<file path="src/hw/rtl/bed_pkg.sv">
// Package for the bin edge digitizer.
// Holds the command and register codes, the sequencer states and the result struct.
// No dependencies.
package bed_pkg;

  // Width of the bin_index result field.
  localparam int BIN_W = 9;

  // Command codes carried in the input tuser.
  localparam logic CMD_LOAD     = 1'b0;
  localparam logic CMD_CLASSIFY = 1'b1;

  // Configuration register indexes.
  localparam int CFG_ADDR_W = 1;
  localparam int CFG_DATA_W = 9;
  localparam logic [CFG_ADDR_W-1:0] REG_RIGHT_CLOSED = 1'b0;
  localparam logic [CFG_ADDR_W-1:0] REG_EDGE_COUNT   = 1'b1;

  // Search sequencer states.
  typedef enum logic [1:0] {
    SR_IDLE,
    SR_PROBE,
    SR_FINISH
  } search_state_t;

  // Result handed from the search unit to the output register.
  typedef struct packed {
    logic             valid;
    logic [BIN_W-1:0] bin;
  } result_t;

endpackage

</file>
<file path="src/hw/rtl/bed_search.sv">
// Binary search sequencer for the bin edge digitizer.
// One comparator probes one table entry per cycle; depends on bed_pkg.
module bed_search #(
  parameter int MAX_EDGES = 256,
  parameter int VALUE_BITS = 32,
  parameter int CW = $clog2(MAX_EDGES + 1),
  parameter int AW = (MAX_EDGES > 1) ? $clog2(MAX_EDGES) : 1
) (
  input  logic                  clk,
  input  logic                  rst,
  input  logic                  start,
  input  logic [CW-1:0]         count,
  input  logic [VALUE_BITS-1:0] sample,
  input  logic                  right_closed,
  input  logic                  out_free,
  input  logic [VALUE_BITS-1:0] rd_data,
  output logic                  rd_en,
  output logic [AW-1:0]         rd_addr,
  output logic                  busy,
  output bed_pkg::result_t      result
);

  import bed_pkg::*;

  search_state_t         state, state_next;
  logic [CW-1:0]         lo, lo_next;
  logic [CW-1:0]         hi, hi_next;
  logic [CW-1:0]         mid, mid_next;
  logic [VALUE_BITS-1:0] sample_q;

  logic                  go_up;
  logic [CW-1:0]         lo_probe;
  logic [CW-1:0]         hi_probe;
  logic [CW:0]           mid_sum;

  // State register.
  always_ff @(posedge clk) begin
    if (rst) begin
      state <= SR_IDLE;
    end else begin
      state <= state_next;
    end
  end

  // Search bounds and the sample under test.
  always_ff @(posedge clk) begin
    lo  <= lo_next;
    hi  <= hi_next;
    mid <= mid_next;
    if (start) begin
      sample_q <= sample;
    end
  end

  // The shared comparator: the edge read for mid against the sample.
  always_comb begin
    if (right_closed) begin
      go_up = $signed(rd_data) < $signed(sample_q);
    end else begin
      go_up = $signed(rd_data) <= $signed(sample_q);
    end
    lo_probe = go_up ? (mid + CW'(1)) : lo;
    hi_probe = go_up ? hi : mid;
    mid_sum  = {1'b0, lo_probe} + {1'b0, hi_probe};
  end

  // Next state, table reads and result hand-off.
  always_comb begin
    state_next    = state;
    lo_next       = lo;
    hi_next       = hi;
    mid_next      = mid;
    rd_en         = 1'b0;
    rd_addr       = mid[AW-1:0];
    result.valid  = 1'b0;
    result.bin    = BIN_W'(lo);
    case (state)
      SR_IDLE: begin
        if (start) begin
          lo_next = '0;
          hi_next = count;
          if (count == '0) begin
            state_next = SR_FINISH;
          end else begin
            mid_next   = count >> 1;
            rd_en      = 1'b1;
            rd_addr    = mid_next[AW-1:0];
            state_next = SR_PROBE;
          end
        end
      end
      SR_PROBE: begin
        lo_next = lo_probe;
        hi_next = hi_probe;
        if (lo_probe < hi_probe) begin
          mid_next = mid_sum[CW:1];
          rd_en    = 1'b1;
          rd_addr  = mid_next[AW-1:0];
        end else if (out_free) begin
          result.valid = 1'b1;
          result.bin   = BIN_W'(lo_probe);
          state_next   = SR_IDLE;
        end else begin
          state_next = SR_FINISH;
        end
      end
      SR_FINISH: begin
        if (out_free) begin
          result.valid = 1'b1;
          state_next   = SR_IDLE;
        end
      end
      default: begin
        state_next = SR_IDLE;
      end
    endcase
  end

  assign busy = (state != SR_IDLE);

endmodule

</file>
<file path="config.mk">
export PLATFORM = sky130hd
export DESIGN_NAME = bed_search
export DESIGN_NICKNAME = d
export VERILOG_FILES = /design/src/hw/rtl/bed_pkg.sv /design/src/hw/rtl/bed_search.sv
export SDC_FILE = /design/constraint.sdc
export NUM_CORES = 1
export LEC_CHECK = 0
export ABC_AREA = 1
export BUFFER_PORTS_ARGS = -buffer_cell sky130_fd_sc_hd__buf_2
export CAP_MARGIN = 15
export CORE_UTILIZATION = 30
export CTS_CLUSTER_SIZE = 30
export DETAILED_ROUTE_END_ITERATION = 8
export PLACE_DENSITY = 0.62
export SYNTH_ARGS = -nofsm -noshare
export SYNTH_HDL_FRONTEND = slang
export SYNTH_SLANG_ARGS = --single-unit
export TNS_END_PERCENT = 5
</file>
<file path="constraint.sdc">
create_clock -name clk -period 4.9 [get_ports clk]
set_input_delay 0.98 -clock clk [delete_from_list [all_inputs] [get_ports clk]]
set_output_delay 0.98 -clock clk [all_outputs]
set_load 0.02 [all_outputs]
</file>
==> flow_metrics.py <==
metrics = {
    "status": {
        "status": "finished with violations",
        "violations": "setup timing",
    },
    "placed_design": {
        "place_hpwl_um": 9920,
        "gp_congestion": 0.871,
        "placed_cells": 911,
        "io_buffers": 97,
        "pre_cts_slack_ns": -0.393,
    },
    "synthesis": {
        "synthFlopType": "edfxtp_1",
        "synth.area.top_cells": "edfxtp_1 38%, ha_1 14%, nand2_1 10%",
        "syn_inst": 568,
        "syn_nets": 698,
        "yosysSeqAreaShare_pct": 39.1,
        "synthXorXnorAreaFrac_pct": 1.32,
        "yosysTopAreaCellShare_pct": 38.2,
        "synth_area_um2": 4640,
        "synth_top_cell_by_area": "edfxtp_1",
        "yosys_warnings": 0,
        "synth_edf_count": 59,
        "synth_compound_area_share_pct": 10.8,
        "ys_ff_latch": 61,
        "postSynthAreaPerCell_um2": 8.16,
        "async_flop_share_pct": 0,
        "synth_cell_type_count": 39,
        "synth-adder-area-share_pct": 14.2,
        "synth_top_family_by_area": "simple AND/OR/NAND/NOR gates",
        "muxShareOfSynthArea_pct": 0,
        "synthSimpleGateAreaFrac_pct": 24.6,
    },
    "drt": {
        "vias_per_cell": 4.69,
        "drtPass1Iterations": 5,
        "drc": 0,
        "vias": 4363,
        "ant_nets": 0,
        "drt-initial-drc-count": 232,
        "routed_wl_um": 13000,
        "routedWlPerCell_um": 14.0,
    },
    "power": {
        "internal_power_mw": 2.55,
        "p_leak_nw": 3.25,
        "pwr-share-seq_pct": 19.5,
        "power_density_nw_per_um2": 687,
        "comb_power_share_pct": 65.9,
        "p_clk_share_pct": 14.6,
        "max-vdd-ir-drop_mv": 0.373,
        "total_power_mw": 4.59,
        "switching_share_pct": 44.5,
        "power.switching_mw": 2.04,
    },
    "clocking": {
        "clk_latency_ns": 0.34,
        "h-tree-depth": 3,
        "clockBufferDepth": 2,
        "clkTransAtPathRegs_ns": 0.05,
        "numCtsBuffers": 9,
        "cts_tree": "done",
        "cts_hold_buf": 0,
        "cts.sinks": 61,
        "root_buffer": "clkbuf_16",
    },
    "sta": {
        "hold_slack_ns": 0.489,
        "setup_viol": 19,
        "fmax_mhz": 193,
        "rsz0062_at_grt": "true",
        "hold_viol_final": 0,
        "skew_ns": 0.00641,
        "tightest_slew_ns": 1.02,
        "layout_setup_ws_ns": -0.276,
        "period_share_pct": 106,
        "post-route-min-period_ns": 5.18,
        "slew_violations": 0,
        "max_slew_margin_pct": 32.1,
    },
    "global_routing": {
        "grt_pass1_wl_um": 20000,
        "grt_usage_pct": 16.5,
        "gr-total-overflow": 0,
        "grt_pass1_vias": 4023,
        "grt_max_degree": 36,
        "antenna_found_initial": 0,
    },
    "floorplan": {
        "row_count": 45,
        "io_pins": 98,
        "design.die.area_um2": 16000,
        "die_h_um": 126,
        "core-area_um2": 15100,
        "fp.dieW_um": 126,
        "initial_utilization_pct": 30.6,
    },
    "critical_path": {
        "cp.arrival_ns": 4.20,
        "cp_slowest_cell": "ha_4",
        "crit_fanout": 7,
        "crit_type": "input port to output pin",
        "required_ns": 3.92,
        "end_kind": "output pin",
        "cpPeakStageDelay_ns": 0.29,
        "path_cells": "buf_2 > ha_4 > nand2_2 > nor2_4 > nand4_4 > a21oi_2 > nor2_2 > buf_4 > nand3_4 > nand3_4 > buf_12 > o211ai_1 > o21ai_2 > ha_4 > nor4_4 > nand2_1 > nand3_2 > nand2_2 > nand2_4 > nand2_8 > nor2_8 > buf_4 > o21ai_4 > buf_2",
        "worst_setup_path_start_kind": "input port",
    },
    "layout": {
        "final_common_cell": "nand2_1",
        "mostFrequentLayoutCells": "122 x nand2_1, 102 x inv_1, 85 x buf_2",
        "n_antenna_cell": 0,
        "area_delta_synth_final_pct": 44.1,
        "fill_cells": 1479,
        "drive_above_1_share_pct": 36.5,
        "fin_nets": 868,
        "instances_no_fill": 930,
    },
    "hold_path": {
        "hold_class": "register to register",
    },
    "job": {
        "drv_cap": 0,
    },
}
-- through the flow --
step           util (%)  cell area, µm²  TNS, ns
2_1_floorplan         -            4890   -0.260
6_report           44.1            6680    -4.35
4_1_cts            42.8            6480    -4.94
3_5_place_dp       40.0            6060    -6.58
5_1_grt            44.1            6680    -8.55
3_3_place_gp       40.0            6060    -6.39
-- Yosys cell counts (4+ instances only) --
cell	count
xor2_1	7
edfxtp_1	59
o211ai_1	4
nor2_1	36
nor4_1	4
inv_1	108
nor3_1	6
a21oi_1	28
o21ai_2	6
o21ai_0	32
ha_1	51
nand2_2	9
o21ai_1	10
nand2_1	129
nand3_1	23
clkbuf_1	6
nand4_1	15
-- cells by family after synthesis --
family	after synthesis
AND/OR/NAND/NOR	239
buffers and inverters	120
flip-flops	61
AO/OA/AOI/OAI	89
XOR/XNOR	7
adder cells (fa/ha/maj)	52
-- cell type report --
type | instances | area, µm² | share of cell area [%]
Sequential cell | 61 | 1810 | 27.1
Clock inverter | 5 | 76.3 | 1.14
Inverter | 110 | 415 | 6.21
Clock buffer | 10 | 229 | 3.43
Timing Repair Buffer | 168 | 1120 | 16.8
Tap cell | 188 | 235 | 3.52
Multi-Input combinational cell | 388 | 2790 | 41.8
-- sequential cells by signal, summed over array words and instances (netlist names) --
signal    flops
hi            9
lo            9
mid           9
sample_q     32
state         2
-- layer usage --
metal  up-vias  GRT usage [%]  part of all wire [%]
met3        24           3.75                   4.0
met1      2005           22.3                    48
met4         0           6.17                   2.3
met2       110           25.7                    46
met5         -              0                     0
li1       2224              -                     -
-- worst paths after layout --
| path | end | slack (ns) | from | depth (start not counted) |
|---|---|---|---|---|
| min reg2reg | state[0]$_SDFFE_PP0P_ | 0.49 | state[0]$_SDFFE_PP0P_ | 2 |
| max reg2reg | mid[8]$_SDFFCE_PN0P_ | 1.09 | sample_q[31]$_DFFE_PP_ | 24 |
| min | state[0]$_SDFFE_PP0P_ | 0.49 | state[0]$_SDFFE_PP0P_ | 2 |
| max | result[8] | -0.28 | rd_data[31] | 24 |
-- worst max-delay path: cells and delay by family --
family	cells	cell delay (ns)
and+or+nand+nor	13	1.50
buffers and inverters	5	0.74
adders and majority gates	2	0.56
AOI/OAI and AO/OA	4	0.38
-- power groups by stage --
stage / clock network (mW) / registers (mW) / logic, mW
after floorplan: 0 / 0.862 / 1.67
after global placement: 0 / 0.900 / 2.69
after detailed placement: 0 / 0.903 / 2.69
after CTS: 0.691 / 0.894 / 2.84
after global routing: 0.711 / 0.910 / 3.30
final: 0.673 / 0.896 / 3.03
-- timing repair --
action | CTS | global route
gates resized for setup | 25 | 29
pin swaps | 5 | 17
cloned | 1 | 2
hold endpoints to repair | 0 | 0
setup buffers | 0 | 1
setup endpoints to repair | 19 | 19
Note: power is estimated with default switching activity, not from simulation.
